`src/hdl/msgr_pkg.sv`:
```
// shared types, constants and helper functions of the sgr mouse report encoder
package msgr_pkg;

   // divider iterations, one quotient bit each
   localparam int DIV_STEPS = 16;
   localparam int COUNT_W   = $clog2(DIV_STEPS);

   // csr address width and register index
   localparam int CSR_ADDR_W = 4;

   typedef enum logic [1:0] {
      REG_REPORT_ENABLE = 2'd0,
      REG_CELL_WIDTH    = 2'd1,
      REG_CELL_HEIGHT   = 2'd2
   } reg_index_type;

   localparam logic [7:0] RESET_CELL_WIDTH  = 8'd8;
   localparam logic [7:0] RESET_CELL_HEIGHT = 8'd16;

   // button codes of the report
   localparam logic [7:0] CODE_LEFT       = 8'd0;
   localparam logic [7:0] CODE_RIGHT      = 8'd2;
   localparam logic [7:0] CODE_LEFT_DRAG  = 8'd32;
   localparam logic [7:0] CODE_RIGHT_DRAG = 8'd34;
   localparam logic [7:0] CODE_HOVER      = 8'd35;

   // ascii bytes
   localparam logic [7:0] ASCII_ESC     = 8'h1b;
   localparam logic [7:0] ASCII_LBRACK  = 8'h5b;
   localparam logic [7:0] ASCII_LT      = 8'h3c;
   localparam logic [7:0] ASCII_SEMI    = 8'h3b;
   localparam logic [7:0] ASCII_PRESS   = 8'h4d;
   localparam logic [7:0] ASCII_RELEASE = 8'h6d;
   localparam logic [7:0] ASCII_ZERO    = 8'h30;

   typedef enum logic [1:0] {
      ST_IDLE,
      ST_DIVIDE,
      ST_CHECK,
      ST_EMIT
   } state_type;

   // byte positions of one report, in sending order
   typedef enum logic [3:0] {
      SLOT_ESC,
      SLOT_LBRACK,
      SLOT_LT,
      SLOT_CODE_H,
      SLOT_CODE_T,
      SLOT_CODE_O,
      SLOT_SEMI_COL,
      SLOT_COL_H,
      SLOT_COL_T,
      SLOT_COL_O,
      SLOT_SEMI_ROW,
      SLOT_ROW_H,
      SLOT_ROW_T,
      SLOT_ROW_O,
      SLOT_FINAL
   } slot_type;

   typedef struct packed {
      logic       report_enable;
      logic [7:0] cell_width;
      logic [7:0] cell_height;
   } cfg_type;

   typedef struct packed {
      logic     accept;
      logic     div_step;
      logic     check;
      logic     emit_load;
      slot_type slot;
   } cmd_type;

   typedef struct packed {
      logic report_needed;
      logic slot_present;
      logic out_free;
   } status_type;

   typedef struct packed {
      logic [3:0] h;
      logic [3:0] t;
      logic [3:0] o;
      logic       has_h;
      logic       has_t;
   } dec_type;

   // decimal digits of an 8-bit value, tens by reciprocal multiply (exact below 100)
   function automatic dec_type to_dec(input logic [7:0] v);
      dec_type     d;
      logic [7:0]  r;
      logic [15:0] p;
      logic [7:0]  ones;
      if (v >= 8'd200) begin
         d.h = 4'd2;
         r   = v - 8'd200;
      end else if (v >= 8'd100) begin
         d.h = 4'd1;
         r   = v - 8'd100;
      end else begin
         d.h = 4'd0;
         r   = v;
      end
      p       = {8'd0, r} * 16'd205;
      d.t     = p[14:11];
      ones    = r - ({4'd0, d.t} * 8'd10);
      d.o     = ones[3:0];
      d.has_h = (v >= 8'd100);
      d.has_t = (v >= 8'd10);
      return d;
   endfunction

   function automatic logic [7:0] digit_byte(input logic [3:0] dig);
      return ASCII_ZERO | {4'd0, dig};
   endfunction

endpackage

```
`src/hdl/msgr_req_if.sv`:
```
// input channel: one mouse poll per item
interface msgr_req_if;
   logic        valid;
   logic        ready;
   logic [15:0] pos_x;
   logic [15:0] pos_y;
   logic        button_left;
   logic        button_right;

   modport source (output valid, output pos_x, output pos_y, output button_left,
                   output button_right, input ready);
   modport sink (input valid, input pos_x, input pos_y, input button_left,
                 input button_right, output ready);
endinterface

```
`src/hdl/msgr_rsp_if.sv`:
```
// result channel: one report byte per item
interface msgr_rsp_if;
   logic       valid;
   logic       ready;
   logic [7:0] out_byte;
   logic       last;

   modport source (output valid, output out_byte, output last, input ready);
   modport sink (input valid, input out_byte, input last, output ready);
endinterface

```
`src/hdl/msgr_csr.sv`:
```
// apb-style configuration registers
module msgr_csr (
   input  logic                            clock,
   input  logic                            reset,
   input  logic                            csr_psel,
   input  logic                            csr_penable,
   input  logic                            csr_pwrite,
   input  logic [msgr_pkg::CSR_ADDR_W-1:0] csr_paddr,
   input  logic [31:0]                     csr_pwdata,
   output logic [31:0]                     csr_prdata,
   output logic                            csr_pready,
   output msgr_pkg::cfg_type               cfg
);

   msgr_pkg::cfg_type cfg_ff;
   logic              wr_en;
   logic [1:0]        index;

   assign csr_pready = 1'b1;
   assign wr_en      = csr_psel && csr_penable && csr_pwrite;
   assign index      = csr_paddr[3:2];
   assign cfg        = cfg_ff;

   always_ff @(posedge clock) begin
      if (reset) begin
         cfg_ff.report_enable <= 1'b0;
         cfg_ff.cell_width    <= msgr_pkg::RESET_CELL_WIDTH;
         cfg_ff.cell_height   <= msgr_pkg::RESET_CELL_HEIGHT;
      end else if (wr_en) begin
         case (index)
            msgr_pkg::REG_REPORT_ENABLE: cfg_ff.report_enable <= csr_pwdata[0];
            msgr_pkg::REG_CELL_WIDTH:    cfg_ff.cell_width    <= csr_pwdata[7:0];
            msgr_pkg::REG_CELL_HEIGHT:   cfg_ff.cell_height   <= csr_pwdata[7:0];
            default: ;
         endcase
      end
   end

   always_comb begin
      case (index)
         msgr_pkg::REG_REPORT_ENABLE: csr_prdata = {31'd0, cfg_ff.report_enable};
         msgr_pkg::REG_CELL_WIDTH:    csr_prdata = {24'd0, cfg_ff.cell_width};
         msgr_pkg::REG_CELL_HEIGHT:   csr_prdata = {24'd0, cfg_ff.cell_height};
         default:                     csr_prdata = 32'd0;
      endcase
   end

endmodule

```
`src/hdl/msgr_ctrl.sv`:
```
// controller: poll intake, divide count, report decision and byte sequencing
module msgr_ctrl (
   input  logic                   clock,
   input  logic                   reset,
   input  logic                   req_valid,
   output logic                   req_ready,
   input  logic                   report_enable,
   input  msgr_pkg::status_type   status,
   output msgr_pkg::cmd_type      cmd
);

   msgr_pkg::state_type          state_ff, state_in;
   logic [msgr_pkg::COUNT_W-1:0] count_ff, count_in;
   msgr_pkg::slot_type           slot_ff, slot_in;

   always_ff @(posedge clock) begin
      if (reset) begin
         state_ff <= msgr_pkg::ST_IDLE;
         count_ff <= '0;
         slot_ff  <= msgr_pkg::SLOT_ESC;
      end else begin
         state_ff <= state_in;
         count_ff <= count_in;
         slot_ff  <= slot_in;
      end
   end

   always_comb begin
      state_in      = state_ff;
      count_in      = count_ff;
      slot_in       = slot_ff;
      cmd.accept    = 1'b0;
      cmd.div_step  = 1'b0;
      cmd.check     = 1'b0;
      cmd.emit_load = 1'b0;
      cmd.slot      = slot_ff;
      req_ready     = 1'b0;
      case (state_ff)
         msgr_pkg::ST_IDLE: begin
            req_ready = 1'b1;
            if (req_valid) begin
               cmd.accept = 1'b1;
               count_in   = '0;
               if (report_enable) begin
                  state_in = msgr_pkg::ST_DIVIDE;
               end
            end
         end
         msgr_pkg::ST_DIVIDE: begin
            cmd.div_step = 1'b1;
            count_in     = count_ff + 1'b1;
            if (count_ff == msgr_pkg::COUNT_W'(msgr_pkg::DIV_STEPS - 1)) begin
               state_in = msgr_pkg::ST_CHECK;
            end
         end
         msgr_pkg::ST_CHECK: begin
            cmd.check = 1'b1;
            slot_in   = msgr_pkg::SLOT_ESC;
            if (status.report_needed) begin
               state_in = msgr_pkg::ST_EMIT;
            end else begin
               state_in = msgr_pkg::ST_IDLE;
            end
         end
         msgr_pkg::ST_EMIT: begin
            // absent digit slots pass without a byte
            if (!status.slot_present || status.out_free) begin
               cmd.emit_load = status.slot_present;
               if (slot_ff == msgr_pkg::SLOT_FINAL) begin
                  state_in = msgr_pkg::ST_IDLE;
               end else begin
                  slot_in = msgr_pkg::slot_type'(slot_ff + 4'd1);
               end
            end
         end
         default: begin
            state_in = msgr_pkg::ST_IDLE;
         end
      endcase
   end

endmodule

```
`src/hdl/msgr_dpath.sv`:
```
// datapath: button edges, two restoring dividers, cell compare, digits, output register
module msgr_dpath (
   input  logic                 clock,
   input  logic                 reset,
   input  msgr_pkg::cfg_type    cfg,
   input  msgr_pkg::cmd_type    cmd,
   output msgr_pkg::status_type status,
   input  logic [15:0]          pos_x,
   input  logic [15:0]          pos_y,
   input  logic                 button_left,
   input  logic                 button_right,
   output logic                 rsp_valid,
   input  logic                 rsp_ready,
   output logic [7:0]           out_byte,
   output logic                 last
);

   logic        prev_left_ff, prev_right_ff;
   logic [7:0]  last_col_ff, last_row_ff;
   logic [15:0] quo_x_ff, quo_y_ff;
   logic [7:0]  rem_x_ff, rem_y_ff;
   logic [7:0]  code_ff;
   logic        release_ff, edge_ff;
   msgr_pkg::dec_type code_dec_ff, col_dec_ff, row_dec_ff;
   logic        out_valid_ff;
   logic [7:0]  out_byte_ff;
   logic        out_last_ff;

   logic        lp, lr, rp, rr;
   logic [7:0]  code_in;
   logic        release_in;
   logic [7:0]  div_x, div_y;
   logic [8:0]  trial_x, trial_y;
   logic        bit_x, bit_y;
   logic [7:0]  rem_x_in, rem_y_in;
   logic [7:0]  col, row;
   logic [7:0]  slot_byte;
   logic        slot_last;
   logic        slot_present;

   // edges against the previous poll, priority left press first
   assign lp = button_left && !prev_left_ff;
   assign lr = !button_left && prev_left_ff;
   assign rp = button_right && !prev_right_ff;
   assign rr = !button_right && prev_right_ff;

   always_comb begin
      release_in = 1'b0;
      if (lp) begin
         code_in = msgr_pkg::CODE_LEFT;
      end else if (lr) begin
         code_in    = msgr_pkg::CODE_LEFT;
         release_in = 1'b1;
      end else if (rp) begin
         code_in = msgr_pkg::CODE_RIGHT;
      end else if (rr) begin
         code_in    = msgr_pkg::CODE_RIGHT;
         release_in = 1'b1;
      end else if (button_left) begin
         code_in = msgr_pkg::CODE_LEFT_DRAG;
      end else if (button_right) begin
         code_in = msgr_pkg::CODE_RIGHT_DRAG;
      end else begin
         code_in = msgr_pkg::CODE_HOVER;
      end
   end

   // zero cell size divides by one
   assign div_x = (cfg.cell_width == 8'd0) ? 8'd1 : cfg.cell_width;
   assign div_y = (cfg.cell_height == 8'd0) ? 8'd1 : cfg.cell_height;

   assign trial_x  = {rem_x_ff, quo_x_ff[15]};
   assign trial_y  = {rem_y_ff, quo_y_ff[15]};
   assign bit_x    = (trial_x >= {1'b0, div_x});
   assign bit_y    = (trial_y >= {1'b0, div_y});
   assign rem_x_in = bit_x ? 8'(trial_x - {1'b0, div_x}) : trial_x[7:0];
   assign rem_y_in = bit_y ? 8'(trial_y - {1'b0, div_y}) : trial_y[7:0];

   assign col = quo_x_ff[7:0] + 8'd1;
   assign row = quo_y_ff[7:0] + 8'd1;

   assign status.report_needed = (col != last_col_ff) || (row != last_row_ff) || edge_ff;
   assign status.out_free      = !out_valid_ff || rsp_ready;
   assign status.slot_present  = slot_present;

   always_ff @(posedge clock) begin
      if (reset) begin
         prev_left_ff  <= 1'b0;
         prev_right_ff <= 1'b0;
         last_col_ff   <= 8'd0;
         last_row_ff   <= 8'd0;
         out_valid_ff  <= 1'b0;
      end else begin
         if (cmd.accept) begin
            prev_left_ff  <= button_left;
            prev_right_ff <= button_right;
         end
         if (cmd.check && status.report_needed) begin
            last_col_ff <= col;
            last_row_ff <= row;
         end
         if (cmd.emit_load) begin
            out_valid_ff <= 1'b1;
         end else if (rsp_ready) begin
            out_valid_ff <= 1'b0;
         end
      end
   end

   always_ff @(posedge clock) begin
      if (cmd.accept) begin
         quo_x_ff   <= pos_x;
         quo_y_ff   <= pos_y;
         rem_x_ff   <= 8'd0;
         rem_y_ff   <= 8'd0;
         code_ff    <= code_in;
         release_ff <= release_in;
         edge_ff    <= lp || lr || rp || rr;
      end else if (cmd.div_step) begin
         quo_x_ff <= {quo_x_ff[14:0], bit_x};
         quo_y_ff <= {quo_y_ff[14:0], bit_y};
         rem_x_ff <= rem_x_in;
         rem_y_ff <= rem_y_in;
      end
      if (cmd.check) begin
         code_dec_ff <= msgr_pkg::to_dec(code_ff);
         col_dec_ff  <= msgr_pkg::to_dec(col);
         row_dec_ff  <= msgr_pkg::to_dec(row);
      end
      if (cmd.emit_load) begin
         out_byte_ff <= slot_byte;
         out_last_ff <= slot_last;
      end
   end

   always_comb begin
      slot_last    = 1'b0;
      slot_present = 1'b1;
      case (cmd.slot)
         msgr_pkg::SLOT_ESC:      slot_byte = msgr_pkg::ASCII_ESC;
         msgr_pkg::SLOT_LBRACK:   slot_byte = msgr_pkg::ASCII_LBRACK;
         msgr_pkg::SLOT_LT:       slot_byte = msgr_pkg::ASCII_LT;
         msgr_pkg::SLOT_CODE_H: begin
            slot_byte    = msgr_pkg::digit_byte(code_dec_ff.h);
            slot_present = code_dec_ff.has_h;
         end
         msgr_pkg::SLOT_CODE_T: begin
            slot_byte    = msgr_pkg::digit_byte(code_dec_ff.t);
            slot_present = code_dec_ff.has_t;
         end
         msgr_pkg::SLOT_CODE_O:   slot_byte = msgr_pkg::digit_byte(code_dec_ff.o);
         msgr_pkg::SLOT_SEMI_COL: slot_byte = msgr_pkg::ASCII_SEMI;
         msgr_pkg::SLOT_COL_H: begin
            slot_byte    = msgr_pkg::digit_byte(col_dec_ff.h);
            slot_present = col_dec_ff.has_h;
         end
         msgr_pkg::SLOT_COL_T: begin
            slot_byte    = msgr_pkg::digit_byte(col_dec_ff.t);
            slot_present = col_dec_ff.has_t;
         end
         msgr_pkg::SLOT_COL_O:    slot_byte = msgr_pkg::digit_byte(col_dec_ff.o);
         msgr_pkg::SLOT_SEMI_ROW: slot_byte = msgr_pkg::ASCII_SEMI;
         msgr_pkg::SLOT_ROW_H: begin
            slot_byte    = msgr_pkg::digit_byte(row_dec_ff.h);
            slot_present = row_dec_ff.has_h;
         end
         msgr_pkg::SLOT_ROW_T: begin
            slot_byte    = msgr_pkg::digit_byte(row_dec_ff.t);
            slot_present = row_dec_ff.has_t;
         end
         msgr_pkg::SLOT_ROW_O:    slot_byte = msgr_pkg::digit_byte(row_dec_ff.o);
         msgr_pkg::SLOT_FINAL: begin
            slot_byte = release_ff ? msgr_pkg::ASCII_RELEASE : msgr_pkg::ASCII_PRESS;
            slot_last = 1'b1;
         end
         default: begin
            slot_byte    = msgr_pkg::ASCII_ESC;
            slot_present = 1'b0;
         end
      endcase
   end

   assign rsp_valid = out_valid_ff;
   assign out_byte  = out_byte_ff;
   assign last      = out_last_ff;

endmodule

```
`src/hdl/mouse_sgr_report_encoder.sv`:
```
// top level of the sgr 1006 mouse report encoder
// Each accepted poll (pixel x/y, left/right button levels) is turned into an
// xterm SGR 1006 report sent one ASCII byte per item on the rsp channel:
// ESC [ < code ; col ; row then M (press or motion) or m (release), with last
// set on that final byte. A poll is taken only while the controller is idle.
// With reporting off a poll is taken in idle and only the button levels are
// kept. With reporting on, x and y go through two restoring dividers side by
// side, one quotient bit per cycle, then the check state does the cell
// compare and digit split; an unchanged cell with no button edge ends there.
// A report then walks 15 byte slots, one per cycle while the sink is ready,
// absent leading-zero digits passing without a byte; a stalled sink holds
// the slot walk. The last byte sits in the output register while the next
// poll is already taken.
module mouse_sgr_report_encoder (
   input  logic                            clock,
   input  logic                            reset,
   msgr_req_if.sink                        req_ch,
   msgr_rsp_if.source                      rsp_ch,
   input  logic                            csr_psel,
   input  logic                            csr_penable,
   input  logic                            csr_pwrite,
   input  logic [msgr_pkg::CSR_ADDR_W-1:0] csr_paddr,
   input  logic [31:0]                     csr_pwdata,
   output logic [31:0]                     csr_prdata,
   output logic                            csr_pready
);

   msgr_pkg::cfg_type    cfg;
   msgr_pkg::cmd_type    cmd;
   msgr_pkg::status_type status;
   logic                 req_ready;
   logic                 rsp_valid;
   logic [7:0]           out_byte;
   logic                 out_last;

   // configuration registers
   msgr_csr u_csr (
      .clock       (clock),
      .reset       (reset),
      .csr_psel    (csr_psel),
      .csr_penable (csr_penable),
      .csr_pwrite  (csr_pwrite),
      .csr_paddr   (csr_paddr),
      .csr_pwdata  (csr_pwdata),
      .csr_prdata  (csr_prdata),
      .csr_pready  (csr_pready),
      .cfg         (cfg)
   );

   // sequencer: idle, divide, check, emit
   msgr_ctrl u_ctrl (
      .clock         (clock),
      .reset         (reset),
      .req_valid     (req_ch.valid),
      .req_ready     (req_ready),
      .report_enable (cfg.report_enable),
      .status        (status),
      .cmd           (cmd)
   );

   // dividers, edge logic, digits and output register
   msgr_dpath u_dpath (
      .clock        (clock),
      .reset        (reset),
      .cfg          (cfg),
      .cmd          (cmd),
      .status       (status),
      .pos_x        (req_ch.pos_x),
      .pos_y        (req_ch.pos_y),
      .button_left  (req_ch.button_left),
      .button_right (req_ch.button_right),
      .rsp_valid    (rsp_valid),
      .rsp_ready    (rsp_ch.ready),
      .out_byte     (out_byte),
      .last         (out_last)
   );

   assign req_ch.ready    = req_ready;
   assign rsp_ch.valid    = rsp_valid;
   assign rsp_ch.out_byte = out_byte;
   assign rsp_ch.last     = out_last;

   // a report ends long before the next one can start its first byte
   a_gap_after_last: assert property (@(posedge clock) disable iff (reset)
      rsp_ch.valid && rsp_ch.ready && rsp_ch.last |=> !rsp_ch.valid)
      else $error("byte item right after the final byte of a report");

   // an enabled poll keeps the intake closed while the dividers run
   a_busy_after_accept: assert property (@(posedge clock) disable iff (reset)
      req_ch.valid && req_ch.ready && cfg.report_enable |=> !req_ch.ready)
      else $error("poll intake open during divide");

   // a byte is only loaded into a free output register
   a_load_when_free: assert property (@(posedge clock) disable iff (reset)
      cmd.emit_load |-> (!rsp_ch.valid || rsp_ch.ready))
      else $error("output byte overwritten before it was taken");

endmodule
```
`src/flat_wrapper.sv`:
```
// flat-port wrapper written by rule: the top's interface ports become plain ports
module mouse_sgr_report_encoder_flat 
  (clock, reset, csr_psel, csr_penable, csr_pwrite, csr_paddr, csr_pwdata, csr_prdata, csr_pready, req_ch_valid, req_ch_pos_x, req_ch_pos_y, req_ch_button_left, req_ch_button_right, req_ch_ready, rsp_ch_valid, rsp_ch_out_byte, rsp_ch_last, rsp_ch_ready);
  msgr_req_if req_ch_i ();
  msgr_rsp_if rsp_ch_i ();
  input  logic clock;
  input  logic reset;
  input  logic csr_psel;
  input  logic csr_penable;
  input  logic csr_pwrite;
  input  logic [msgr_pkg::CSR_ADDR_W-1:0] csr_paddr;
  input  logic [31:0] csr_pwdata;
  output logic [31:0] csr_prdata;
  output logic csr_pready;
  input wire logic [$bits(req_ch_i.valid)-1:0] req_ch_valid;
  input wire logic [$bits(req_ch_i.pos_x)-1:0] req_ch_pos_x;
  input wire logic [$bits(req_ch_i.pos_y)-1:0] req_ch_pos_y;
  input wire logic [$bits(req_ch_i.button_left)-1:0] req_ch_button_left;
  input wire logic [$bits(req_ch_i.button_right)-1:0] req_ch_button_right;
  output wire logic [$bits(req_ch_i.ready)-1:0] req_ch_ready;
  output wire logic [$bits(rsp_ch_i.valid)-1:0] rsp_ch_valid;
  output wire logic [$bits(rsp_ch_i.out_byte)-1:0] rsp_ch_out_byte;
  output wire logic [$bits(rsp_ch_i.last)-1:0] rsp_ch_last;
  input wire logic [$bits(rsp_ch_i.ready)-1:0] rsp_ch_ready;
  assign req_ch_i.valid = req_ch_valid;
  assign req_ch_i.pos_x = req_ch_pos_x;
  assign req_ch_i.pos_y = req_ch_pos_y;
  assign req_ch_i.button_left = req_ch_button_left;
  assign req_ch_i.button_right = req_ch_button_right;
  assign req_ch_ready = req_ch_i.ready;
  assign rsp_ch_valid = rsp_ch_i.valid;
  assign rsp_ch_out_byte = rsp_ch_i.out_byte;
  assign rsp_ch_last = rsp_ch_i.last;
  assign rsp_ch_i.ready = rsp_ch_ready;
  mouse_sgr_report_encoder u_core (.clock(clock), .reset(reset), .req_ch(req_ch_i), .rsp_ch(rsp_ch_i), .csr_psel(csr_psel), .csr_penable(csr_penable), .csr_pwrite(csr_pwrite), .csr_paddr(csr_paddr), .csr_pwdata(csr_pwdata), .csr_prdata(csr_prdata), .csr_pready(csr_pready));
endmodule
```
`config.mk`:
```
export PLATFORM = sky130hd
export DESIGN_NAME = mouse_sgr_report_encoder_flat
export DESIGN_NICKNAME = d
export VERILOG_FILES = /design/src/hdl/msgr_pkg.sv /design/src/hdl/msgr_req_if.sv /design/src/hdl/msgr_rsp_if.sv /design/src/hdl/msgr_csr.sv /design/src/hdl/msgr_ctrl.sv /design/src/hdl/msgr_dpath.sv /design/src/hdl/mouse_sgr_report_encoder.sv /design/src/flat_wrapper.sv
export SDC_FILE = /design/constraint.sdc
export NUM_CORES = 1
export LEC_CHECK = 0
export BUFFER_PORTS_ARGS = -buffer_cell sky130_fd_sc_hd__buf_2
export CAP_MARGIN = 20
export CORE_ASPECT_RATIO = 0.9
export CORE_MARGIN = 5
export CORE_UTILIZATION = 30
export CTS_CLUSTER_SIZE = 12
export DETAILED_ROUTE_END_ITERATION = 10
export HOLD_SLACK_MARGIN = 0.03
export PLACE_DENSITY = 0.54
export SLEW_MARGIN = 30
export SYNTH_ARGS = -nofsm -noshare
export SYNTH_HDL_FRONTEND = slang
export SYNTH_SLANG_ARGS = --single-unit
```
`constraint.sdc`:
```
create_clock -name clock -period 7.4 [get_ports clock]
set_input_delay 1.11 -clock clock [delete_from_list [all_inputs] [get_ports clock]]
set_output_delay 1.11 -clock clock [all_outputs]
set_load 0.03 [all_outputs]
```
==> metrics.cfg <==
[outcome]
status = completed

[worst_setup_path]
cp-start-kind = flip-flop
crit_type = reg2reg
endpoint_kind = flip-flop
cpMaxStageDelayCell = fa_1
path_buf_inv = 4
slowest_delay_ps = 560
worstPathRequired_ps = 7570
critPathArrivalTime_ps = 7010
cp_top_family = adder cells
cp_max_fo = 10

[logic_synthesis]
postSynthCellCount = 1142
synth_edf_count = 77
synth_top_area_share_pct = 22.3
ys_seq_area_share_pct = 34.2
synth-seq-cells = 139
yosys.area.top_type = edfxtp_1
synth_warnings = 0
ys.flop_type = edfxtp_1
syn_area_um2 = 10400
syn_avg_cell_area_um2 = 9.09
yosys-top-cells-area = edfxtp_1 22%, ha_1 15%, dfxtp_1 12%
synth.distinct_cells = 74
async_flop_share_pct = 0

[grt]
antenna_found_initial = 0
overflow = 0
grt_pass1_wl_um = 38200
grt_max_degree = 48
grt_usage_pct = 12.1
first_global_vias = 7439

[timing]
slew_violations = 0
tightest_slew_ps = 883
final.setup_skew_ps = 9.14
max_freq_mhz = 146
setup_tns_ps = 0
hold_viol = 0
finalSetupViolCount = 0
relSlewSlack_pct = 41.1
min_period_ps = 6840
rsz0062_at_grt = no
post-route-period-util_pct = 92.5

[clock_network]
cts_buffers = 17
cts_tree = yes
clk_latency_ps = 420
clock_path_buffers = 2
path_clk_slew_ps = 60
numClockSinks = 139
clockRootBuffer = clkbuf_16
ctsHtreeMaxLevel = 4

[routing]
drtPass1Iterations = 5
vias = 7698
vias_per_cell = 4.57
wirelength_um = 23100
drcViolationCount = 0
drt.antenna.violating_nets = 0
detail_route.wl_per_cell_um = 13.7
drt_iter0_markers = 452

[placed_design]
port_buffers = 68
gp_congestion = 0.825
dp_hpwl_um = 17800

[layout]
layout-drive-gt1-share_pct = 12.6
nets = 1436
diodes = 0
mostFrequentLayoutCell = nand2_1
area_delta_synth_final_pct = 14.5
final_cell_mix = 144 x nand2_1, 122 x ha_1, 121 x inv_1

[job]
maxCapViolCount = 0

[die]
die_y_um = 187
rows = 64
num_io_pins = 121
die_w_um = 206
dieArea_um2 = 38400
coreArea_um2 = 34100
start_util_pct = 30.4

[hold_path]
worstHoldPathType = reg2reg

## metrics by stage
step	setup slack (ps)	util, %	hold WS [ps]	area (um2)	std cells
final	558	34.8	459	11900	1684
after global routing	30.5	34.8	483	11900	1684
after CTS	363	34.7	456	11800	1680
after detailed placement	377	32.9	447	11200	1648
after global placement	462	32.9	443	11200	1648
after floorplan	765	-	426	10500	1166
## worst paths after layout
| kind | endpoint | cells past startpoint | start | slack [ps] |
|---|---|---|---|---|
| max | u_core.u_dpath.col_dec_ff[5]$_DFFE_PP_ | 26 | u_core.u_dpath.quo_x_ff[1]$_DFFE_PP_ | 560 |
| min | u_core.u_dpath.rem_x_ff[7]$_SDFFE_PP0P_ | 2 | u_core.u_dpath.rem_x_ff[7]$_SDFFE_PP0P_ | 460 |
| max reg2reg | u_core.u_dpath.col_dec_ff[5]$_DFFE_PP_ | 26 | u_core.u_dpath.quo_x_ff[1]$_DFFE_PP_ | 560 |
| min reg2reg | u_core.u_dpath.rem_x_ff[7]$_SDFFE_PP0P_ | 2 | u_core.u_dpath.rem_x_ff[7]$_SDFFE_PP0P_ | 460 |
## routing by layer
| layer | global-route usage [%] | part of all wire, % | vias up |
|---|---|---|---|
| met5 | 0 | 0 | - |
| met4 | 2.74 | 1.1 | 0 |
| met3 | 2.14 | 3.2 | 16 |
| met2 | 17.7 | 43 | 117 |
| met1 | 18.6 | 53 | 3577 |
| li1 | - | - | 3988 |
## tightest hold or removal path: stages (launching register included)
cell	delay (ps)
dfxtp_1	310
nand2_1	50
a21oi_1	50
## flip-flops by register name, indices dropped and copies added (netlist names), 2 cells and up
name                        cells
u_core.u_dpath.code_ff          3
u_core.u_dpath.last_col_ff      8
u_core.u_ctrl.count_ff          4
u_core.u_dpath.out_byte         7
u_core.u_dpath.quo_y_ff        16
u_core.u_ctrl.slot_ff           4
u_core.u_ctrl.state_ff          2
u_core.u_dpath.rem_y_ff         8
u_core.u_csr.cfg               17
u_core.u_dpath.row_dec_ff      12
u_core.u_dpath.code_dec_ff      8
u_core.u_dpath.col_dec_ff      12
u_core.u_dpath.quo_x_ff        16
u_core.u_dpath.last_row_ff      8
u_core.u_dpath.rem_x_ff         8
## repair_timing
action / CTS / global route
endpoints found under the setup margin: 0 / 1
hold buffers: 0 / 0
gates resized for setup: 0 / 1
buffers inserted: 0 / 4
## final cells by class
| class | count | area (um2) |
|---|---|---|
| tap | 462 | 578 |
| inverter | 126 | 473 |
| timing repair buffer | 100 | 583 |
| multi-input combinational | 825 | 6090 |
| clock inverter | 14 | 184 |
| sequential | 139 | 3550 |
| clock buffer | 18 | 429 |
| fill | 3569 | 22200 |
## synth_stat cells, types with 4 or more instances
| master | instances |
|---|---|
| a211oi_1 | 10 |
| a21boi_1 | 5 |
| a21o_1 | 4 |
| a21oi_1 | 54 |
| a221oi_1 | 4 |
| a22o_1 | 10 |
| a31oi_1 | 4 |
| and2_1 | 5 |
| and3_1 | 6 |
| buf_1 | 4 |
| buf_2 | 7 |
| buf_4 | 26 |
| clkbuf_1 | 39 |
| dfxtp_1 | 62 |
| edfxtp_1 | 77 |
| fa_1 | 28 |
| ha_1 | 122 |
| inv_1 | 122 |
| mux2i_1 | 36 |
| nand2_1 | 144 |
| nand2b_1 | 9 |
| nand3_1 | 31 |
| nand3b_1 | 4 |
| nand4_1 | 15 |
| nor2_1 | 88 |
| nor2b_1 | 16 |
| nor3_1 | 14 |
| nor4b_1 | 4 |
| o211ai_1 | 4 |
| o21ai_0 | 43 |
| o21ai_1 | 6 |
| o22ai_1 | 4 |
| or2_2 | 4 |
| xnor2_1 | 50 |
| xor2_1 | 18 |
## cells by family after synthesis
logic type,Yosys count,synth area share [%]
AO/OA/AOI/OAI,181,11.3
XOR/XNOR,72,6.42
adder cells (fa/ha/maj),150,20.1
buffers and inverters,202,8.33
flip-flops,139,34.2
multiplexers,38,3.69
other,2,0.0723
AND/OR/NAND/NOR,358,15.9
Power is not shown: default switching activity piles up to over one toggle a cycle in this logic, so the estimate is an artifact.
